**src/hdl/assert_macros.svh**
```systemverilog
// Concurrent assertion helpers shared by the RTL files.
`ifndef ASSERT_MACROS_SVH
`define ASSERT_MACROS_SVH

// Check a property on every rising clock edge outside reset.
`define ASSERT_CLK(label, clk, rst_n, prop, msg) \
    label: assert property (@(posedge clk) disable iff (!rst_n) (prop)) else $error(msg);

// Check that a condition always brings a consequence in the same cycle.
`define ASSERT_IMPLY(label, clk, rst_n, ante, cons, msg) \
    label: assert property (@(posedge clk) disable iff (!rst_n) (ante) |-> (cons)) \
        else $error(msg);

`endif

```
**src/hdl/lgs_pkg.sv**
```systemverilog
package lgs_pkg;

    localparam int SCAN_RAYS_DEFAULT = 240;
    localparam int QUEUE_DEPTH       = 4;

    localparam int CFG_IDX_W  = 2;
    localparam int CFG_DATA_W = 15;

    localparam logic [CFG_IDX_W-1:0] CFG_OPEN_THRESHOLD = 2'd0;
    localparam logic [CFG_IDX_W-1:0] CFG_MIN_GAP        = 2'd1;
    localparam logic [CFG_IDX_W-1:0] CFG_DANGER         = 2'd2;
    localparam logic [CFG_IDX_W-1:0] CFG_WARNING        = 2'd3;

    localparam logic [14:0] OPEN_THRESHOLD_RST = 15'd2000;
    localparam logic [7:0]  MIN_GAP_RST        = 8'd80;
    localparam logic [13:0] DANGER_RST         = 14'd244;
    localparam logic [13:0] WARNING_RST        = 14'd739;

    localparam logic signed [12:0] US_RIGHT_BASE = 13'sd400;
    localparam logic signed [12:0] US_WHEEL      = 13'sd1000;
    localparam logic signed [12:0] US_RIGHT_INF  = -13'sd2;
    localparam logic signed [12:0] US_LEFT_FLOOR = -13'sd2048;

    localparam int              ANGLE_CENTER = 120;
    localparam logic signed [7:0] STEER_MIN   = -8'sd120;
    localparam logic signed [7:0] FORCE_RIGHT = -8'sd20;
    localparam logic signed [7:0] FORCE_LEFT  = 8'sd20;
    localparam logic [7:0]        QUOT_MAX    = 8'd120;

    typedef enum logic [1:0] {
        ZONE_CLEAR,
        ZONE_WARNING,
        ZONE_DANGER
    } zone_t;

    typedef enum logic [1:0] {
        CMD_RAY,
        CMD_RIGHT,
        CMD_LEFT
    } cmd_kind_t;

    typedef enum logic [2:0] {
        ST_IDLE,
        ST_ANGLE,
        ST_SIDE,
        ST_DIV,
        ST_FINISH
    } back_state_t;

    typedef struct packed {
        cmd_kind_t          kind;
        logic               open;
        logic               last;
        logic signed [11:0] dist_cm;
    } cmd_t;

    typedef struct packed {
        logic [14:0] open_threshold;
        logic [7:0]  min_gap;
        logic [13:0] danger;
        logic [13:0] warning;
    } cfg_t;

    typedef struct packed {
        logic [1:0]        left_zone;
        logic [1:0]        right_zone;
        logic [7:0]        gap_length;
        logic [7:0]        gap_start;
        logic              gap_found;
        logic signed [7:0] steer;
    } result_t;

endpackage

```
**src/hdl/lgs_front.sv**
```systemverilog
module lgs_front
(
    input  logic               func,
    input  logic [14:0]        range_mm,
    input  logic               range_infinite,
    input  logic               last_ray,
    input  logic signed [12:0] reading,
    input  logic [14:0]        open_threshold,
    output lgs_pkg::cmd_t      cmd,
    output logic               keep
);

    logic signed [12:0] right_diff;

    assign right_diff = reading - lgs_pkg::US_RIGHT_BASE;

    always_comb
    begin
        cmd.kind    = lgs_pkg::CMD_RAY;
        cmd.open    = range_infinite || (range_mm >= open_threshold);
        cmd.last    = last_ray;
        cmd.dist_cm = 12'sd0;
        keep        = 1'b1;
        if (func)
        begin
            cmd.open = 1'b0;
            cmd.last = 1'b0;
            if (reading > lgs_pkg::US_RIGHT_BASE && reading < lgs_pkg::US_WHEEL)
            begin
                cmd.kind    = lgs_pkg::CMD_RIGHT;
                cmd.dist_cm = right_diff[11:0];
            end
            else if (reading > lgs_pkg::US_WHEEL)
            begin
                // wheel angle: drop
                keep = 1'b0;
            end
            else if (reading == lgs_pkg::US_RIGHT_INF)
            begin
                cmd.kind    = lgs_pkg::CMD_RIGHT;
                cmd.dist_cm = reading[11:0];
            end
            else
            begin
                cmd.kind    = lgs_pkg::CMD_LEFT;
                cmd.dist_cm = (reading < lgs_pkg::US_LEFT_FLOOR) ?
                              lgs_pkg::US_LEFT_FLOOR[11:0] : reading[11:0];
            end
        end
    end

endmodule

```
**src/hdl/lgs_queue.sv**
```systemverilog
`include "assert_macros.svh"

module lgs_queue
(
    input  logic          clk,
    input  logic          rst_n,
    input  logic          push,
    input  lgs_pkg::cmd_t push_data,
    input  logic          pop,
    output lgs_pkg::cmd_t head,
    output logic          full,
    output logic          empty
);

    localparam int DEPTH = lgs_pkg::QUEUE_DEPTH;
    localparam int PTR_W = (DEPTH > 1) ? $clog2(DEPTH) : 1;
    localparam int CNT_W = $clog2(DEPTH + 1);

    lgs_pkg::cmd_t    entry_reg [DEPTH];
    logic [PTR_W-1:0] wr_ptr_reg;
    logic [PTR_W-1:0] wr_ptr_next;
    logic [PTR_W-1:0] rd_ptr_reg;
    logic [PTR_W-1:0] rd_ptr_next;
    logic [CNT_W-1:0] count_reg;
    logic [CNT_W-1:0] count_next;

    assign full  = (count_reg == CNT_W'(DEPTH));
    assign empty = (count_reg == '0);
    assign head  = entry_reg[rd_ptr_reg];

    always_comb
    begin
        wr_ptr_next = wr_ptr_reg;
        rd_ptr_next = rd_ptr_reg;
        count_next  = count_reg;
        if (push)
        begin
            wr_ptr_next = (wr_ptr_reg == PTR_W'(DEPTH - 1)) ? '0 : wr_ptr_reg + 1'b1;
        end
        if (pop)
        begin
            rd_ptr_next = (rd_ptr_reg == PTR_W'(DEPTH - 1)) ? '0 : rd_ptr_reg + 1'b1;
        end
        if (push && !pop)
        begin
            count_next = count_reg + 1'b1;
        end
        else if (pop && !push)
        begin
            count_next = count_reg - 1'b1;
        end
    end

    always_ff @(posedge clk or negedge rst_n)
    begin
        if (!rst_n)
        begin
            wr_ptr_reg <= '0;
            rd_ptr_reg <= '0;
            count_reg  <= '0;
        end
        else
        begin
            wr_ptr_reg <= wr_ptr_next;
            rd_ptr_reg <= rd_ptr_next;
            count_reg  <= count_next;
        end
    end

    always_ff @(posedge clk)
    begin
        if (push)
        begin
            entry_reg[wr_ptr_reg] <= push_data;
        end
    end

    `ASSERT_CLK(a_count_bound, clk, rst_n, count_reg <= CNT_W'(DEPTH), "queue overfilled")
    `ASSERT_IMPLY(a_no_pop_empty, clk, rst_n, pop, !empty, "pop from empty queue")
    `ASSERT_IMPLY(a_ptr_gap, clk, rst_n, empty || full, wr_ptr_reg == rd_ptr_reg,
                  "queue pointers out of step")

endmodule

```
**src/hdl/lgs_back.sv**
```systemverilog
`include "assert_macros.svh"

module lgs_back
#(
    parameter int SCAN_RAYS = lgs_pkg::SCAN_RAYS_DEFAULT
)
(
    input  logic             clk,
    input  logic             rst_n,
    input  lgs_pkg::cfg_t    cfg,
    input  lgs_pkg::cmd_t    cmd,
    input  logic             cmd_valid,
    output logic             cmd_pop,
    output logic             m_tvalid,
    input  logic             m_tready,
    output lgs_pkg::result_t result
);

    localparam int POS_W = $clog2(SCAN_RAYS);
    localparam int CNT_W = $clog2(SCAN_RAYS + 1);
    localparam int CMP_W = (CNT_W > 8) ? CNT_W : 8;
    localparam int SUM_W = CNT_W + 1;
    localparam int AW    = (SUM_W + 2 > 9) ? SUM_W + 2 : 9;
    localparam int PW    = 21;

    localparam logic [POS_W-1:0]    POS_MAX     = POS_W'(SCAN_RAYS - 1);
    localparam logic [CNT_W-1:0]    CNT_MAX     = CNT_W'(SCAN_RAYS);
    localparam logic signed [AW-1:0] ANGLE_FLOOR = -AW'(lgs_pkg::ANGLE_CENTER);

    lgs_pkg::back_state_t state_reg;
    lgs_pkg::back_state_t state_next;

    logic [POS_W-1:0]   pos_reg,        pos_next;
    logic               in_run_reg,     in_run_next;
    logic [POS_W-1:0]   run_begin_reg,  run_begin_next;
    logic [CNT_W-1:0]   run_count_reg,  run_count_next;
    logic               best_valid_reg, best_valid_next;
    logic [POS_W-1:0]   best_begin_reg, best_begin_next;
    logic [CNT_W-1:0]   best_count_reg, best_count_next;
    logic signed [11:0] right_dist_reg, right_dist_next;
    logic signed [11:0] left_dist_reg,  left_dist_next;
    logic               fin_valid_reg,  fin_valid_next;
    logic [POS_W-1:0]   fin_begin_reg,  fin_begin_next;
    logic [CNT_W-1:0]   fin_count_reg,  fin_count_next;
    logic signed [7:0]  angle_reg,      angle_next;
    lgs_pkg::zone_t     rz_reg,         rz_next;
    lgs_pkg::zone_t     lz_reg,         lz_next;
    logic               side_reg,       side_next;
    logic [PW-1:0]      prod_reg,       prod_next;
    logic               neg_reg,        neg_next;
    logic [2:0]         k_reg,          k_next;
    logic [7:0]         q_reg,          q_next;
    logic               m_valid_reg,    m_valid_next;
    lgs_pkg::result_t   out_reg,        out_next;

    logic               step_in_run;
    logic [POS_W-1:0]   step_begin;
    logic [CNT_W-1:0]   step_count;
    logic               step_bv;
    logic [POS_W-1:0]   step_bb;
    logic [CNT_W-1:0]   step_bc;
    logic               close_valid;
    logic [POS_W-1:0]   close_begin;
    logic [CNT_W-1:0]   close_count;

    logic [SUM_W-1:0]   center;
    logic signed [AW-1:0] angle_wide;
    logic signed [7:0]  angle_base;
    lgs_pkg::zone_t     side_zone;
    logic signed [11:0] side_dist;
    logic signed [15:0] side_ten;
    logic [7:0]         angle_abs;
    logic [PW-1:0]      div_shift;
    logic               div_ge;
    logic [7:0]         q_final;
    logic               out_free;

    function automatic lgs_pkg::zone_t zone_of(input logic signed [11:0] d,
                                               input logic [13:0] danger,
                                               input logic [13:0] warning);
        logic signed [15:0] t;
        logic signed [15:0] dn;
        logic signed [15:0] wn;
        lgs_pkg::zone_t     z;
        t  = 16'(d) * 16'sd10;
        dn = $signed({2'b00, danger});
        wn = $signed({2'b00, warning});
        if (d > 12'sd0 && t <= dn)
        begin
            z = lgs_pkg::ZONE_DANGER;
        end
        else if (t > dn && t <= wn)
        begin
            z = lgs_pkg::ZONE_WARNING;
        end
        else
        begin
            z = lgs_pkg::ZONE_CLEAR;
        end
        return z;
    endfunction

    // ray step: run tracking, then close at the last ray
    always_comb
    begin
        step_in_run = in_run_reg;
        step_begin  = run_begin_reg;
        step_count  = run_count_reg;
        step_bv     = best_valid_reg;
        step_bb     = best_begin_reg;
        step_bc     = best_count_reg;
        if (cmd.open)
        begin
            if (!in_run_reg)
            begin
                step_in_run = 1'b1;
                step_begin  = pos_reg;
                step_count  = CNT_W'(1);
            end
            else if (run_count_reg < CNT_MAX)
            begin
                step_count = run_count_reg + 1'b1;
            end
        end
        else
        begin
            if (in_run_reg && CMP_W'(run_count_reg) >= CMP_W'(cfg.min_gap))
            begin
                step_bv = 1'b1;
                step_bb = run_begin_reg;
                step_bc = run_count_reg;
            end
            step_in_run = 1'b0;
        end
        close_valid = step_bv;
        close_begin = step_bb;
        close_count = step_bc;
        if (step_in_run && CMP_W'(step_count) >= CMP_W'(cfg.min_gap))
        begin
            close_valid = 1'b1;
            close_begin = step_begin;
            close_count = step_count;
        end
    end

    always_comb
    begin
        center     = SUM_W'(fin_begin_reg) + SUM_W'(fin_count_reg >> 1);
        angle_wide = AW'(lgs_pkg::ANGLE_CENTER) - $signed(AW'(center));
        if (!fin_valid_reg)
        begin
            angle_base = 8'sd0;
        end
        else if (angle_wide < ANGLE_FLOOR)
        begin
            angle_base = lgs_pkg::STEER_MIN;
        end
        else
        begin
            angle_base = angle_wide[7:0];
        end
        side_zone = side_reg ? lz_reg : rz_reg;
        side_dist = side_reg ? left_dist_reg : right_dist_reg;
        side_ten  = 16'(side_dist) * 16'sd10;
        angle_abs = angle_reg[7] ? 8'(-angle_reg) : angle_reg;
        div_shift = PW'(cfg.warning) << k_reg;
        div_ge    = (prod_reg >= div_shift);
        q_final   = q_reg | (8'(div_ge) << k_reg);
        out_free  = !m_valid_reg || m_tready;
    end

    always_comb
    begin
        state_next = state_reg;
        case (state_reg)
            lgs_pkg::ST_IDLE:
            begin
                if (cmd_valid && cmd.kind == lgs_pkg::CMD_RAY && cmd.last)
                begin
                    state_next = lgs_pkg::ST_ANGLE;
                end
            end
            lgs_pkg::ST_ANGLE:
            begin
                state_next = lgs_pkg::ST_SIDE;
            end
            lgs_pkg::ST_SIDE:
            begin
                if (side_zone == lgs_pkg::ZONE_WARNING)
                begin
                    state_next = lgs_pkg::ST_DIV;
                end
                else if (side_reg)
                begin
                    state_next = lgs_pkg::ST_FINISH;
                end
            end
            lgs_pkg::ST_DIV:
            begin
                if (k_reg == 3'd0)
                begin
                    state_next = side_reg ? lgs_pkg::ST_FINISH : lgs_pkg::ST_SIDE;
                end
            end
            lgs_pkg::ST_FINISH:
            begin
                if (out_free)
                begin
                    state_next = lgs_pkg::ST_IDLE;
                end
            end
            default:
            begin
                state_next = lgs_pkg::ST_IDLE;
            end
        endcase
    end

    always_comb
    begin
        pos_next        = pos_reg;
        in_run_next     = in_run_reg;
        run_begin_next  = run_begin_reg;
        run_count_next  = run_count_reg;
        best_valid_next = best_valid_reg;
        best_begin_next = best_begin_reg;
        best_count_next = best_count_reg;
        right_dist_next = right_dist_reg;
        left_dist_next  = left_dist_reg;
        fin_valid_next  = fin_valid_reg;
        fin_begin_next  = fin_begin_reg;
        fin_count_next  = fin_count_reg;
        angle_next      = angle_reg;
        rz_next         = rz_reg;
        lz_next         = lz_reg;
        side_next       = side_reg;
        prod_next       = prod_reg;
        neg_next        = neg_reg;
        k_next          = k_reg;
        q_next          = q_reg;
        m_valid_next    = m_valid_reg && !m_tready;
        out_next        = out_reg;
        case (state_reg)
            lgs_pkg::ST_IDLE:
            begin
                if (cmd_valid)
                begin
                    case (cmd.kind)
                        lgs_pkg::CMD_RAY:
                        begin
                            if (cmd.last)
                            begin
                                fin_valid_next  = close_valid;
                                fin_begin_next  = close_valid ? close_begin : '0;
                                fin_count_next  = close_valid ? close_count : '0;
                                pos_next        = '0;
                                in_run_next     = 1'b0;
                                run_begin_next  = '0;
                                run_count_next  = '0;
                                best_valid_next = 1'b0;
                                best_begin_next = '0;
                                best_count_next = '0;
                                side_next       = 1'b0;
                            end
                            else
                            begin
                                pos_next        = (pos_reg < POS_MAX) ? pos_reg + 1'b1 : pos_reg;
                                in_run_next     = step_in_run;
                                run_begin_next  = step_begin;
                                run_count_next  = step_count;
                                best_valid_next = step_bv;
                                best_begin_next = step_bb;
                                best_count_next = step_bc;
                            end
                        end
                        lgs_pkg::CMD_RIGHT:
                        begin
                            right_dist_next = cmd.dist_cm;
                        end
                        lgs_pkg::CMD_LEFT:
                        begin
                            left_dist_next = cmd.dist_cm;
                        end
                        default:
                        begin
                            pos_next = pos_reg;
                        end
                    endcase
                end
            end
            lgs_pkg::ST_ANGLE:
            begin
                angle_next = angle_base;
                rz_next    = zone_of(right_dist_reg, cfg.danger, cfg.warning);
                lz_next    = zone_of(left_dist_reg, cfg.danger, cfg.warning);
            end
            lgs_pkg::ST_SIDE:
            begin
                case (side_zone)
                    lgs_pkg::ZONE_DANGER:
                    begin
                        angle_next = side_reg ? lgs_pkg::FORCE_LEFT : lgs_pkg::FORCE_RIGHT;
                        side_next  = 1'b1;
                    end
                    lgs_pkg::ZONE_WARNING:
                    begin
                        prod_next = PW'(angle_abs[6:0]) * PW'(side_ten[13:0]);
                        neg_next  = angle_reg[7];
                        k_next    = 3'd7;
                        q_next    = 8'd0;
                    end
                    default:
                    begin
                        side_next = 1'b1;
                    end
                endcase
            end
            lgs_pkg::ST_DIV:
            begin
                prod_next = div_ge ? prod_reg - div_shift : prod_reg;
                q_next    = q_final;
                k_next    = k_reg - 1'b1;
                if (k_reg == 3'd0)
                begin
                    angle_next = neg_reg ? $signed(8'd0 - q_final) : $signed(q_final);
                    side_next  = 1'b1;
                end
            end
            lgs_pkg::ST_FINISH:
            begin
                if (out_free)
                begin
                    m_valid_next        = 1'b1;
                    out_next.steer      = angle_reg;
                    out_next.gap_found  = fin_valid_reg;
                    out_next.gap_start  = fin_valid_reg ? 8'(fin_begin_reg) : 8'd0;
                    out_next.gap_length = fin_valid_reg ? 8'(fin_count_reg) : 8'd0;
                    out_next.right_zone = rz_reg;
                    out_next.left_zone  = lz_reg;
                end
            end
            default:
            begin
                m_valid_next = m_valid_reg && !m_tready;
            end
        endcase
    end

    always_comb
    begin
        cmd_pop  = (state_reg == lgs_pkg::ST_IDLE) && cmd_valid;
        m_tvalid = m_valid_reg;
        result   = out_reg;
    end

    always_ff @(posedge clk or negedge rst_n)
    begin
        if (!rst_n)
        begin
            state_reg      <= lgs_pkg::ST_IDLE;
            pos_reg        <= '0;
            in_run_reg     <= 1'b0;
            run_begin_reg  <= '0;
            run_count_reg  <= '0;
            best_valid_reg <= 1'b0;
            best_begin_reg <= '0;
            best_count_reg <= '0;
            right_dist_reg <= '0;
            left_dist_reg  <= '0;
            side_reg       <= 1'b0;
            k_reg          <= '0;
            m_valid_reg    <= 1'b0;
        end
        else
        begin
            state_reg      <= state_next;
            pos_reg        <= pos_next;
            in_run_reg     <= in_run_next;
            run_begin_reg  <= run_begin_next;
            run_count_reg  <= run_count_next;
            best_valid_reg <= best_valid_next;
            best_begin_reg <= best_begin_next;
            best_count_reg <= best_count_next;
            right_dist_reg <= right_dist_next;
            left_dist_reg  <= left_dist_next;
            side_reg       <= side_next;
            k_reg          <= k_next;
            m_valid_reg    <= m_valid_next;
        end
    end

    always_ff @(posedge clk)
    begin
        fin_valid_reg <= fin_valid_next;
        fin_begin_reg <= fin_begin_next;
        fin_count_reg <= fin_count_next;
        angle_reg     <= angle_next;
        rz_reg        <= rz_next;
        lz_reg        <= lz_next;
        prod_reg      <= prod_next;
        neg_reg       <= neg_next;
        q_reg         <= q_next;
        out_reg       <= out_next;
    end

    `ASSERT_IMPLY(a_quot_range, clk, rst_n, state_reg == lgs_pkg::ST_DIV && k_reg == 3'd0,
                  q_final <= lgs_pkg::QUOT_MAX, "scaled angle exceeds input angle")
    `ASSERT_IMPLY(a_load_from_finish, clk, rst_n, $rose(m_valid_reg),
                  $past(state_reg) == lgs_pkg::ST_FINISH, "result loaded outside finish")
    `ASSERT_IMPLY(a_scan_cleared, clk, rst_n, state_reg == lgs_pkg::ST_ANGLE,
                  pos_reg == '0 && !in_run_reg && !best_valid_reg, "scan state not cleared")
    `ASSERT_IMPLY(a_no_gap_zero, clk, rst_n, m_valid_reg && !out_reg.gap_found,
                  out_reg.gap_start == 8'd0 && out_reg.gap_length == 8'd0,
                  "gap fields set without a gap")

endmodule

```
**src/hdl/lidar_gap_steering_core.sv**
```systemverilog
// Follow-the-gap steering core: a front end takes one item per cycle while the queue
// is not full, drops wheel-angle readings and turns rays and ultrasonic readings into
// commands for a 4-entry queue; the back end retires a ray or an ultrasonic update in
// its idle state. A ray marked last passes the angle, side and finish states, and the
// divide state for each side in its warning zone, run by the 8-step shift-subtract divider
// shared by both sides; the queue keeps taking items during that time until it fills. One
// result per scan leaves through a registered output that holds while the sink stalls.
module lidar_gap_steering_core
#(
    parameter int SCAN_RAYS = lgs_pkg::SCAN_RAYS_DEFAULT
)
(
    input  logic                           clk,
    input  logic                           rst_n,
    input  logic                           s_tvalid,
    output logic                           s_tready,
    input  logic [31:0]                    s_tdata,   // range_mm, range_infinite, reading
    input  logic                           s_tuser,   // func
    input  logic                           s_tlast,
    output logic                           m_tvalid,
    input  logic                           m_tready,
    // steer_quarter_deg, gap_found, gap_start, gap_length, right_zone, left_zone
    output logic [31:0]                    m_tdata,
    input  logic                           cfg_we,
    input  logic [lgs_pkg::CFG_IDX_W-1:0]  cfg_index,
    input  logic [lgs_pkg::CFG_DATA_W-1:0] cfg_data
);

    lgs_pkg::cfg_t    cfg_reg;
    lgs_pkg::cfg_t    cfg_next;
    lgs_pkg::cmd_t    front_cmd;
    logic             front_keep;
    lgs_pkg::cmd_t    queue_head;
    logic             queue_full;
    logic             queue_empty;
    logic             queue_push;
    logic             queue_pop;
    lgs_pkg::result_t result;

    always_comb
    begin
        cfg_next = cfg_reg;
        if (cfg_we)
        begin
            case (cfg_index)
                lgs_pkg::CFG_OPEN_THRESHOLD: cfg_next.open_threshold = cfg_data[14:0];
                lgs_pkg::CFG_MIN_GAP:        cfg_next.min_gap        = cfg_data[7:0];
                lgs_pkg::CFG_DANGER:         cfg_next.danger         = cfg_data[13:0];
                lgs_pkg::CFG_WARNING:        cfg_next.warning        = cfg_data[13:0];
                default:                     cfg_next                = cfg_reg;
            endcase
        end
    end

    always_ff @(posedge clk or negedge rst_n)
    begin
        if (!rst_n)
        begin
            cfg_reg.open_threshold <= lgs_pkg::OPEN_THRESHOLD_RST;
            cfg_reg.min_gap        <= lgs_pkg::MIN_GAP_RST;
            cfg_reg.danger         <= lgs_pkg::DANGER_RST;
            cfg_reg.warning        <= lgs_pkg::WARNING_RST;
        end
        else
        begin
            cfg_reg <= cfg_next;
        end
    end

    assign s_tready   = !queue_full;
    assign queue_push = s_tvalid && s_tready && front_keep;

    lgs_front u_front
    (
        .func           (s_tuser),
        .range_mm       (s_tdata[14:0]),
        .range_infinite (s_tdata[15]),
        .last_ray       (s_tlast),
        .reading        ($signed(s_tdata[28:16])),
        .open_threshold (cfg_reg.open_threshold),
        .cmd            (front_cmd),
        .keep           (front_keep)
    );

    lgs_queue u_queue
    (
        .clk       (clk),
        .rst_n     (rst_n),
        .push      (queue_push),
        .push_data (front_cmd),
        .pop       (queue_pop),
        .head      (queue_head),
        .full      (queue_full),
        .empty     (queue_empty)
    );

    lgs_back
    #(
        .SCAN_RAYS (SCAN_RAYS)
    )
    u_back
    (
        .clk       (clk),
        .rst_n     (rst_n),
        .cfg       (cfg_reg),
        .cmd       (queue_head),
        .cmd_valid (!queue_empty),
        .cmd_pop   (queue_pop),
        .m_tvalid  (m_tvalid),
        .m_tready  (m_tready),
        .result    (result)
    );

    assign m_tdata = {3'b000, result};

endmodule
```
**config.mk**
```make
export PLATFORM = sky130hd
export DESIGN_NAME = lidar_gap_steering_core
export DESIGN_NICKNAME = d
export VERILOG_FILES = /design/src/hdl/lgs_pkg.sv /design/src/hdl/lgs_front.sv /design/src/hdl/lgs_queue.sv /design/src/hdl/lgs_back.sv /design/src/hdl/lidar_gap_steering_core.sv
export VERILOG_INCLUDE_DIRS = /design/src /design/src/hdl
export SDC_FILE = /design/constraint.sdc
export NUM_CORES = 1
export LEC_CHECK = 0
export CAP_MARGIN = 0
export CORE_UTILIZATION = 65
export CTS_CLUSTER_DIAMETER = 150
export DETAILED_ROUTE_END_ITERATION = 8
export DONT_BUFFER_PORTS = 1
export GPL_TIMING_DRIVEN = 1
export PLACE_DENSITY = 0.83
export SLEW_MARGIN = 30
export SYNTH_ARGS = -nofsm -noshare
export SYNTH_HDL_FRONTEND = slang
export SYNTH_SLANG_ARGS = --single-unit
```
**constraint.sdc**
```tcl
create_clock -name clk -period 15.6 [get_ports clk]
set_input_delay 3.9 -clock clk [delete_from_list [all_inputs] [get_ports clk]]
set_output_delay 3.9 -clock clk [all_outputs]
set_load 0.02 [all_outputs]
```
==> results.toml <==
[drt]
avgRoutedWirePerCell_um = 20.0
drc = 0
drtAntennaViolNets = 0
via_per_inst = 6.40
dr.pass1.iters = 5
drt-initial-drc-count = 1157
vias = 15426
routed_wl_um = 48200

[placement]
portBuffers = 0
placed_area_um2 = 21300
dp_hpwl_um = 36500
gp_congestion = 0.945

[final_layout]
largest_reg_flops = 64
final_cell_mix = "ha_1, inv_1, nor2_1, edfxtp_1, a21oi_1"
layout-drive-gt1-share_pct = 11.4
antenna_cells = 0
design_area_um2 = 22400
syn_to_final_growth_pct = 6.54
final_common_cell = "ha_1"
nets = 2336

[setup_path]
crit_start = "u_back.side_reg"
crit_fanout = 23
start_kind = "flip-flop"
path_common_cell = "fa_1"
timing_worst_setup_path_type = "reg2reg"
reg2reg_from = "u_back.side_reg"
critPathCaptureType = "flip-flop"
arrival_ns = 9.09
critPathMaxStageDelay_ns = 0.87
required_ns = 15.90
crit_slowest_cell = "dfrtp_1"

[sta]
worstMarginPinSlew_ns = 0.927
tns_ns = 0
clock.fmax_ghz = 0.114
period_minus_slack_ns = 8.80
drv_slew = 0
grt_setup_unrepaired = "no"
relSlewSlack_pct = 36.5
hold_viol = 0
fin_crit_sh_pct = 56.4
fin_skew_ns = 0.0147
finalSetupViolCount = 0

[synth]
synth.avg_cell_area_um2 = 10.5
synth-simple-area-share_pct = 12.8
yosysWarnings = 0
yosys-mux-area-fraction_pct = 7.92
async_reset_ff_share_pct = 46.5
synth-seq-cells = 284
synthAdderAreaFrac_pct = 19.7
synth_top_family_by_area = "adder cells"
postSynthCellCount = 2005
seq_area_frac_synth_pct = 37.6
ys_types = 101
synth_compound_area_share_pct = 14.3
syn-cell-area_um2 = 21000
synth-xor-area-share_pct = 3.32
synth_edf_count = 152
ys.flop_type = "edfxtp_1"

[cts]
clkTransAtPathRegs_ns = 0.06
clk_latency_ns = 0.57
cts_resized = 0
clock_path_buffers = 3
cts_tree = "yes"
cts_buffers = 30
clock-root-buffer = "clkbuf_16"
h-tree-depth = 1
clock_sinks = 284
postCtsSetupBuffers = 0
postCtsHoldBufs = 0

[global_route]
grt_max_degree = 133
grt.total_usage_pct = 29.8
grt_pass1_vias = 15512
grt_antenna_before_repair = 0
grt_pass1_wl_um = 78900
grt.overflow.total = 0

[die]
die_area_um2 = 33000
initial_core_util_pct = 66.2
fp.dieW_um = 182
dieHeight_um = 182
rows = 65
io_pins = 90
placeableCoreArea_um2 = 31700

[min_path]
hold_start = "cfg_reg[15]"
worstHoldPathType = "reg2reg"

[status]
status = "completed"

[run]
max_cap_violations = 0
## final timing paths
check                                        endpoint  slack [ns]  cells after the start
worst max-delay path              u_back.prod_reg[20]        6.80                     28
worst min-delay path                      cfg_reg[15]        0.51                      1
worst max register to register    u_back.prod_reg[20]        6.80                     28
worst min register to register            cfg_reg[15]        0.51                      1
max in group asynchronous       u_queue.rd_ptr_reg[0]       12.31                      0
min in group asynchronous                 cfg_reg[47]        3.04                      0
## metal layers
metal  up-vias  part of all wire (%)  global-route usage [%]
met4         0                   4.1                    11.8
met5         -                     0                       0
met3       124                   6.0                    3.75
li1       7216                     -                       -
met2       529                    49                    50.8
met1      7557                    41                    38.9
## critical path: cells and delay by family, from the launching register on
family	cells	cell delay, ns
AND/OR/NAND/NOR	4	0.92
adder cells (fa/ha/maj)	8	3.15
XOR/XNOR	1	0.15
buffers and inverters	4	0.32
multiplexers	2	0.95
AO/OA/AOI/OAI	9	2.15
flip-flops	1	0.87
## layout make-up
cell class	count	area, um^2
sequential	284	7890
fill	2290	9330
clock buffer	40	851
multi-input combinational	1485	12300
timing repair buffer	8	60.1
clock inverter	16	163
tap	402	503
inverter	176	661
## Yosys cell counts, types with 21 or more instances
cell,n,area (um^2)
fa_1,60,1200
mux2_2,75,845
a21oi_1,112,561
nand2b_1,26,163
xnor2_1,43,377
a22o_1,30,263
nor3_1,36,180
inv_1,173,649
edfxtp_1,152,4560
mux4_2,21,473
dfrtp_1,113,2830
clkbuf_1,46,173
xor2_1,34,298
ha_1,235,2940
o21a_1,23,173
nand2_1,111,417
a21o_1,36,270
nor2b_1,29,181
a31oi_1,22,138
o21ai_0,95,475
mux2i_1,32,320
nand3_1,28,140
and2_1,36,225
nor2_1,158,593
## through the flow
step                      setup slack, ns  hold slack (ns)  util [%]  cells
final                                6.80            0.506      70.6   2411
after global routing                 6.33            0.515      70.6   2411
after CTS                            6.94            0.487      70.5   2411
after detailed placement             7.02            0.472      67.3   2355
after global placement               7.15            0.473      67.2   2355
after floorplan                      8.24            0.448         -   2007
## cell families (layout without fill, tap and decap cells)
logic type	after synthesis	after routing
AND/OR/NAND/NOR	531	531
AO/OA/AOI/OAI	449	449
adder cells (fa/ha/maj)	295	295
flip-flops	284	284
buffers and inverters	238	240
multiplexers	129	129
XOR/XNOR	78	78
other	1	3
Power is left out: the tool's default activity adds up to more than one toggle a clock period on the data nets, which glitch-free logic cannot reach.
